### config.mk
export PLATFORM = sky130hd
export DESIGN_NAME = bpt_divider
export DESIGN_NICKNAME = d
export VERILOG_FILES = /design/src/rtl/core/bpt_pkg.sv /design/src/rtl/core/bpt_divider.sv
export SDC_FILE = /design/constraint.sdc
export NUM_CORES = 1
export LEC_CHECK = 0
export ABC_AREA = 1
export BUFFER_PORTS_ARGS = -buffer_cell sky130_fd_sc_hd__buf_2
export CAP_MARGIN = 20
export CORE_ASPECT_RATIO = 0.7
export CORE_MARGIN = 1.5
export CORE_UTILIZATION = 46
export DETAILED_ROUTE_END_ITERATION = 7
export PLACE_DENSITY = 0.7
export SETUP_SLACK_MARGIN = 0.05
export SKIP_CTS_REPAIR_TIMING = 1
export SLEW_MARGIN = 0
export SYNTH_ARGS = -nofsm -noshare
export SYNTH_HDL_FRONTEND = slang
export SYNTH_SLANG_ARGS = --single-unit
### constraint.sdc
create_clock -name aclk -period 9.7 [get_ports aclk]
set_input_delay 0.485 -clock aclk [delete_from_list [all_inputs] [get_ports aclk]]
set_output_delay 0.485 -clock aclk [all_outputs]
set_load 0.03 [all_outputs]
### src/rtl/core/bpt_pkg.sv
// ----------------------------------------------------------------------------
// bpt_pkg: shared types and constants of the blink and PERCLOS tracker.
// Widths, depths and limits used by the core and its divider.
// ----------------------------------------------------------------------------
package bpt_pkg;

    localparam int WindowDepth = 1024;
    localparam int StampDepth  = 1024;
    localparam int WinIdxW     = $clog2(WindowDepth);
    localparam int StampIdxW   = $clog2(StampDepth);
    localparam int WinCntW     = WinIdxW + 1;
    localparam int StampCntW   = StampIdxW + 1;

    localparam int DivW = 64;

    localparam logic [7:0]  RunMin       = 8'd2;
    localparam logic [7:0]  RunMax       = 8'd25;
    localparam logic [47:0] MinuteUs     = 48'd60000000;
    localparam logic [47:0] DefFrameUs   = 48'd7680;
    localparam logic [31:0] MeanResetUs  = 32'd150000;
    localparam logic [47:0] Max48        = 48'hFFFF_FFFF_FFFF;
    localparam logic [31:0] Max32        = 32'hFFFF_FFFF;
    localparam logic [63:0] FrameNum     = 64'd256000000;
    localparam logic [63:0] RateScale    = 64'd6000000000;

    localparam logic [0:0] RegThreshold = 1'b0;
    localparam logic [0:0] RegWindow    = 1'b1;

    typedef enum logic [3:0] {
        ST_IDLE,
        ST_FRAME_DIV,
        ST_FRAME_WAIT,
        ST_FLAG_DROP,
        ST_FLAG_RD,
        ST_UPDATE,
        ST_MEAN_WAIT,
        ST_STAMP_RD,
        ST_STAMP_CHK,
        ST_FRAC_WAIT,
        ST_RATE_MUL,
        ST_RATE_WAIT,
        ST_OUT
    } state_t;

    typedef struct packed {
        logic            start;
        logic [DivW-1:0] num;
        logic [DivW-1:0] den;
    } div_req_t;

endpackage

### src/rtl/core/bpt_divider.sv
// ----------------------------------------------------------------------------
// bpt_divider: shared restoring divider.
// One quotient bit per cycle.
// ----------------------------------------------------------------------------
module bpt_divider (
    input  logic                        aclk,
    input  logic                        aresetn,
    input  bpt_pkg::div_req_t           req,
    output logic                        done,
    output logic [bpt_pkg::DivW-1:0]    quot
);

    logic [bpt_pkg::DivW-1:0] quot_reg, quot_next;
    logic [bpt_pkg::DivW:0]   rem_reg, rem_next;
    logic [bpt_pkg::DivW-1:0] den_reg, den_next;
    logic [6:0]               cnt_reg, cnt_next;
    logic                     busy_reg, busy_next;
    logic                     done_reg, done_next;
    logic [bpt_pkg::DivW:0]   trial;

    always_comb begin
        quot_next = quot_reg;
        rem_next  = rem_reg;
        den_next  = den_reg;
        cnt_next  = cnt_reg;
        busy_next = busy_reg;
        done_next = 1'b0;
        trial     = {rem_reg[bpt_pkg::DivW-1:0], quot_reg[bpt_pkg::DivW-1]};
        if (req.start) begin
            quot_next = req.num;
            rem_next  = '0;
            den_next  = req.den;
            cnt_next  = 7'd0;
            busy_next = 1'b1;
        end else if (busy_reg) begin
            quot_next = {quot_reg[bpt_pkg::DivW-2:0], 1'b0};
            if (trial >= {1'b0, den_reg}) begin
                rem_next     = trial - {1'b0, den_reg};
                quot_next[0] = 1'b1;
            end else begin
                rem_next = trial;
            end
            cnt_next = cnt_reg + 7'd1;
            if (cnt_reg == 7'(bpt_pkg::DivW - 1)) begin
                busy_next = 1'b0;
                done_next = 1'b1;
            end
        end
    end

    always_ff @(posedge aclk) begin
        quot_reg <= quot_next;
        rem_reg  <= rem_next;
        den_reg  <= den_next;
        cnt_reg  <= cnt_next;
        if (!aresetn) begin
            busy_reg <= 1'b0;
            done_reg <= 1'b0;
        end else begin
            busy_reg <= busy_next;
            done_reg <= done_next;
        end
    end

    assign done = done_reg;
    assign quot = quot_reg;

endmodule

* After elaboration in Yosys (flattened, before gate mapping)
Index checks and enable logic that the tools add are counted.
Cells by class: $add $sub $neg 2, equality and inequality tests 1, reductions and logical operators 2, bitwise logic cells 2, order comparisons 1, mux-type cells 8
Operators by type and width (number):
- 64-bit two-way mux | 3
- 65-bit by 64-bit >= comparator with 1-bit output | 1
- 64-bit subtractor | 1
- 7-bit by 1-bit adder with 7-bit output, second input constant | 1
- 7-bit by 6-bit equality test with 1-bit output, second input constant | 1
- 1-bit two-way mux | 5
- 3-bit OR reduction | 1
- 1-bit inverter | 2
- 2-bit nonzero test | 1
Storage, ports and cells: register bits after elaboration 201, input port bits 131

* Longest topological paths before layout
Gate-level depths: netlist of run 1.
depth after elaboration 4, gate-level depth with buffers 20, gate-level depth less buffers 18

* Least setup slack after synthesis of run 1
No wires, ideal clock.
path type input to register, from in req[128] (netlist bit), to reg quot_reg, in the netlist quot[0], enable pin, stages on the path 5, buffers on the path 3, slack 6187 ps, arrival time 3059 ps, cell sequence clkbuf_1 -> nor2_1 -> inv_1 -> clkbuf_1 -> clkbuf_1
Between the ends: word-level cells in the longest chain between the ends 1
Ends and longest elaborated chain:
- start, declared | RTL line bpt_divider.sv:8 | input bpt_pkg::div_req_t req,
- 2-bit nonzero test (no line)
- end signal, assigned | RTL line bpt_divider.sv:52 | quot_reg <= quot_next;
- end, declared | RTL line bpt_divider.sv:13 | logic [bpt_pkg::DivW-1:0] quot_reg, quot_next;
No other way between the ends. A chain may end at the register's enable or synchronous reset.

* Worst setup path in the final report of run 1
from reg den_reg[3] (netlist bit), to reg rem_reg[58] (netlist bit)
Between the ends: word-level cells in the longest chain between the ends 2, elaborated cells on any way between the ends 3, classes of those cells add/sub (1); order compare (1); mux (1)
Ends and longest elaborated chain:
- start, declared | RTL line bpt_divider.sv:15 | logic [bpt_pkg::DivW-1:0] den_reg, den_next;
- start signal, assigned | RTL line bpt_divider.sv:54 | den_reg <= den_next;
- 64-bit subtractor or 65-bit by 64-bit >= comparator with 1-bit output (tied branches) | RTL line bpt_divider.sv:38, bpt_divider.sv:37
- 64-bit two-way mux * | RTL line bpt_divider.sv:37 | if (trial >= {1'b0, den_reg}) begin
- end signal, assigned | RTL line bpt_divider.sv:53 | rem_reg <= rem_next;
- end, declared | RTL line bpt_divider.sv:14 | logic [bpt_pkg::DivW:0] rem_reg, rem_next;
Mark *: on every way between the ends. The rest lies on a longest branch, timed or not.

==> metrics.yaml, run 1 <==
ys_ff_latch: 201
crit_cells: 19
required_ps: 10130
cpPeakStageDelay_ps: 640
fin_tns_setup_ps: 0
grt_pass1_vias: 12571
synth_top_area_frac: 0.268
maxCapViolations: 0
cp_common_cell: "nand2_1"
gr-total-overflow: 0
clock_skew_ps: 14.0
mappedNetlistNets: 2391
synth-seq-area-share: 0.369
core_area_um2: 30400
initial_core_util: 0.473
power_leakage_nw: 9.13
grt_max_degree: 70
die_w_um: 214
synth.avg_cell_area_um2: 6.55
drive_above_1_share: 0.119
vias_per_cell: 4.97
r2r_cells: 19
ys_types: 38
portBuffers: 195
drtIter0Drc: 1492
synthCells: 2194
critical_path_class: "flop to flop"
slew_viol_final: 0
startpoint_type: "flop"
dp_hpwl_um: 38100
crit_slowest_cell: "buf_4"
instances_no_fill: 2801
path_delay_family: "simple AND/OR/NAND/NOR gates"
powerDensity_nw_per_um2: 131
power_mw: 2.15
clk_pin_slew_ps: 60
antenna_found_initial: 2
hold_violations: 0
crit_arrival_ps: 3790
endpoint_kind: "flop"
yosysTopAreaCell: "edfxtp_1"
track_usage: 0.290
area_growth_pct: 13.8
clock-root-buffer: "clkbuf_16"
setup_viol: 0
clock_power_share: 0.390
clock_latency_ps: 540
timing.final.crit_period_ps: 3350
tritoncts: "done"
cp_max_fo: 65
first_pass_iters: 6
synth_area_um2: 14400
htreeDepth: 1
synth_top_cells_by_area: "edfxtp_1 (27%), nand2_1 (24%), inv_1 (11%)"
min_path_type: "primary input to flop"
dp_cells: 2760
crit_chain: "inv_1 > ha_1 > nand2_1 > inv_2 > nand2_1 > nand2_1 > nand2_1 > nand3_2 > nand2_1 > nand2_2 > nand2_2 > nand2_2 > nand2_4 > buf_4 > nand3_1 > nand2_1 > inv_1 > nand2_1 > nand2_1"
routedWlPerCell_um: 17.0
status: "completed"
cts_buffers: 22
die-area_um2: 32300
cts.sinks: 201
p_int_mw: 1.55
vdd_drop_max_uv: 203
rsz0062_at_grt: "false"
swShare: 0.276
crit_buf_inv: 4
row_count: 53
hold_depth: 1
nets: 2569
power.switching_mw: 0.592
io_pins: 196
mostFrequentLayoutCells: "nand2_1 (914), inv_1 (430), buf_2 (194), nand3_1 (160), edfxtp_1 (128)"
slew_headroom: 0.422
place.gp.congestion: 1.01
drc_errors: 0
worstMarginPinSlew_ps: 867
combPwrFrac: 0.147
totalWireLength_um: 47700
pwr-share-seq: 0.463
yosys_warnings: 0
ant_nets: 0
final_common_cell: "nand2_1"
fp.dieH_um: 151
cts_buffer_depth: 3
num_vias: 13933
timing.fmax_mhz: 298
finalCritPeriodShare: 0.346
grt_pass1_wl_um: 71700
## per-stage QoR
stage	instance area, µm²	setup slack, ps	hold WS (ps)	util
after floorplan	14400	6190	444	-
after global placement	15600	6520	455	0.515
final	16300	6350	118	0.538
after detailed placement	15600	6520	458	0.515
after CTS	16300	6440	107	0.538
after global routing	16300	6180	101	0.538
## power by group through the flow
stage	combinational [mW]	sequential [mW]	clock (mW)
global route	0.345	0.999	0.894
CTS	0.314	0.994	0.853
floorplan	0.143	1.06	0
global placement	0.309	1.01	0
detailed placement	0.313	1.01	0
finish	0.316	0.994	0.836
## layer usage
| layer | part of all wire | wire length (µm) | vias to the layer above | global-route usage |
|---|---|---|---|---|
| met5 | 0.00015 | 7 | - | 0 |
| met4 | 0.018 | 879 | 2 | 0.0648 |
| met3 | 0.093 | 4420 | 53 | 0.0631 |
| met2 | 0.38 | 18100 | 547 | 0.388 |
| met1 | 0.51 | 24300 | 6251 | 0.462 |
| li1 | - | - | 7080 | - |
## Yosys cell counts
cell,count
nor2_1,108
nor2_4,2
a21o_1,2
a31oi_1,1
nor3b_1,1
fa_1,1
nor2_2,16
buf_2,8
nand3b_1,29
inv_1,432
nand3_2,11
nand4_1,19
o21ai_1,19
inv_2,6
edfxtp_1,128
nand2_2,8
nor3_1,18
and2_0,1
buf_6,10
o211ai_1,1
buf_1,2
o21bai_1,8
clkbuf_1,24
and2_1,1
nor4_1,2
xnor2_1,30
xor2_1,1
ha_1,65
nand2_4,2
and3_2,1
dfxtp_1,73
a21oi_1,54
nand3_1,160
buf_4,6
o21ai_0,27
clkinv_1,2
o21bai_2,1
nand2_1,914
## final timing paths
check	start	end	slack, ps
max	den_reg[3]	rem_reg[58]	6350
min	req[13]	den_reg[13]	120
max reg2reg	den_reg[3]	rem_reg[58]	6350
min reg2reg	rem_reg[31]	rem_reg[31]	470
## area by class of cell
cell class / instances / area [µm²]
fill: 3162 / 14000
clock buffer: 30 / 601
multi-input combinational: 1503 / 7120
timing repair buffer: 204 / 1050
sequential: 201 / 5310
antenna: 1 / 2.50
clock inverter: 10 / 110
tap: 412 / 515
inverter: 440 / 1650
## kinds of logic (layout without fill, tap and decap cells)
kind of cell,count (synthesis),after routing,share of synthesized area
AOI/OAI and AO/OA,113,113,0.0418
xor gates and xnor gates,31,31,0.0189
adders and majority gates,66,66,0.0580
buffers and inverters,490,684,0.136
DFF,201,201,0.369
other,0,1,0
and+or+nand+nor,1293,1293,0.377
No activity file was read; power rests on OpenSTA's default activity.
==> run 2: changes to the inputs <==
Settings changed: ABC_AREA 1 to 0, PLACE_DENSITY 0.7 to 0.71.
Clock period 9.7 ns to 3.2 ns, I/O delays scaled along.
==> run 2 against run 1 <==
Compared with the run above: the run now ends with negative setup slack left; sequential power grew to 3.2 times the previous value; cell count shrank 30%; clock skew grew 15 ps; flip-flop and latch count is the same; critical endpoint is now rem_reg[62].
==> metrics.yaml, run 2 <==
status: "finished with violations"
violations: "negative setup slack"
startpoint_type: "flop"
regArea_um2: 5310  # about the same
required_ps: 3680  # -6450 ps
rr_startpoint: "quot[63]"
area_growth_pct: 35.3
fin_ws_ps: -74.4  # -6420 ps
place.gp.congestion: 0.945  # -6.8%
totalWireLength_um: 35300  # -26%
clock-root-buffer: "clkbuf_16"
synth_top_family_by_area: "compound AO/OA/AOI/OAI gates"
num_vias: 10821  # -22%
synth_enable_flop_cells: 128  # unchanged
synthMuxAreaShare: 0.0766  # +0.0766
synthArstFlopShare: 0  # unchanged
mappedNetlistNets: 1429  # -40%
min_path_type: "primary input to flop"
multi_input_area_um2: 6460  # -9.2%
endpoint_kind: "flop"
yosys.area_share.adder: 0.0692  # +0.0112
nFillCells: 2043  # -35%
slew_headroom: 0.437  # +0.0153
rsz0062_at_grt: "true"
drtIter0Drc: 967  # -35%
mostFrequentLayoutCells: "buf_2 (194), dlygate4sd3_1 (129), edfxtp_1 (128), nor2_1 (106), a21oi_1 (100)"
synth_compound_area_frac: 0.190  # +0.148
cts_buffers: 22  # unchanged
synth-seq-area-share: 0.440  # +0.0710
grt_pass1_vias: 9784  # -22%
clock_skew_ps: 28.7  # +14.7 ps
core_area_um2: 25700  # -15%
yosys_warnings: 0  # unchanged
worstMarginPinSlew_ps: 844  # -23.0 ps
cts_buffer_depth: 3  # unchanged
cp-startpoint: "quot[63]"
num_antenna_cells: 0  # -1
portBuffers: 195  # unchanged
ys_ff_latch: 201  # unchanged
synth_xor_area_frac: 0.0393  # +0.0204
powerDensity_nw_per_um2: 499  # +280%
place_area_um2: 13800  # -12%
synth_area_um2: 12000  # -16%
finalCritPeriodShare: 1.02  # +0.677
synthTopCellsByCount: "edfxtp_1 (128), nor2_1 (112), a21oi_1 (109)"
routedWlPerCell_um: 18.1  # +6.4%
synth_most_common_cell: "edfxtp_1"
ys_types: 72  # +89%
dp_hpwl_um: 24500  # -36%
tritoncts: "done"
antenna_found_initial: 0  # -2
synth_top_cells_by_area: "edfxtp_1 (32%), dfxtp_1 (12%), ha_1 (6.7%)"
drive_above_1_share: 0.295  # +0.176
power_mw: 8.14  # +280%
hold_violations: 0  # unchanged
vias_per_cell: 5.55  # +12%
timing.final.crit_period_ps: 3270  # -80.3 ps
fin_util: 0.635  # +0.0963
io_pins: 196  # unchanged
grt_pass1_wl_um: 51500  # -28%
synth.avg_cell_area_um2: 9.78  # +49%
die-area_um2: 27200  # -16%
synthCells: 1232  # -44%
slew_viol_final: 0  # unchanged
fp.dieH_um: 138  # -8.2%
die_w_um: 196  # -8.3%
grt_max_degree: 107  # +53%
timing.fmax_mhz: 305  # +2.5%
drc_errors: 0  # unchanged
cts.sinks: 201  # unchanged
first_pass_iters: 5  # -1
power_leakage_nw: 6.79  # -26%
track_usage: 0.237  # -0.0531
critical_path_class: "flop to flop"
vdd_drop_max_uv: 363  # +79%
initial_core_util: 0.469  # -0.00397
crit_arrival_ps: 3760  # -30 ps
finalInstanceArea_um2: 16300  # -0.29%
setup_viol: 2  # +2
synth_top_flop_cell: "edfxtp_1"
yosysTopAreaCell: "edfxtp_1"
row_count: 49  # -7.5%
fin_tns_setup_ps: -97.2  # -97.2 ps
clock_latency_ps: 550  # about the same
gr-total-overflow: 0  # unchanged
cp_max_fo: 4  # -94%
synth_top_area_frac: 0.319  # +0.0515
final_common_cell: "buf_2"
nets: 1800  # -30%
synthSimpleGateAreaFrac: 0.129  # -0.247
ant_nets: 0  # unchanged
maxCapViolations: 0  # unchanged
post-place-ws_ps: -13.9  # -6530 ps
clk_pin_slew_ps: 70  # about the same
htreeDepth: 1  # unchanged
min_from: "req[128]"
[run 2: cell types whose count changed after synthesis, sizes merged, moves of 20 or more]
cell	previous run	this run
a211oi	0	38
a21o	2	25
a21oi	54	109
clkbuf	24	52
inv	438	84
mux2	0	66
nand2	924	78
nand3	171	20
nand3b	29	1
o21ai	46	67
xor2	1	21
[run 2: worst max-delay path, stage by stage, from the launching register on]
cell       delay [ps]
edfxtp_1          360
inv_1              50
ha_2              180
fa_2              330
and2b_2           250
o2111ai_2         130
a31oi_2           240
a41oi_2           200
o31a_1            430
buf_4             180
o2111ai_2         190
nand2_2            90
nor2_2            110
mux2_4            320
a31oi_4           140
[run 2: cell type report]
cell class / count / area share
Inverter: 84 / 0.0193
Tap cell: 331 / 0.0254
Multi-Input combinational cell: 874 / 0.396
Sequential cell: 201 / 0.326
Clock inverter: 11 / 0.00791
Clock buffer: 29 / 0.0360
Timing Repair Buffer: 420 / 0.189
[run 2: cells by family after synthesis]
logic type,Yosys count
AOI/OAI and AO/OA,348
xor gates and xnor gates,54
adders and majority gates,66
buffers and inverters,157
DFF,201
muxes,84
and+or+nand+nor,322
[run 2: where the power goes]
group | switching (mW) | internal [mW] | total (mW)
sequential | 0.143 | 3.02 | 3.16
clock | 1.08 | 1.46 | 2.54
combinational | 1.38 | 1.06 | 2.43
[run 2: path summary, 6_finish.rpt]
check / cells past startpoint / end / slack (ps)
max reg2reg: 14 / rem_reg[62] / -70
min reg2reg: 2 / rem_reg[63] / 490
min: 2 / rem_reg[54] / 30
max: 14 / rem_reg[62] / -70
[run 2: routing by layer]
metal	GRT usage	share of wire	wire length [µm]
met1	0.354	0.48	16900
met3	0.0615	0.073	2580
met2	0.346	0.43	15200
met5	0	0	0
met4	0.0425	0.019	657
[run 2: per-stage QoR]
stage          cells  hold WS [ps]
2_1_floorplan   1232           259
3_3_place_gp    1770           338
5_1_grt         1950          21.3
3_5_place_dp    1770           338
4_1_cts         1810          -229
6_report        1950          31.1
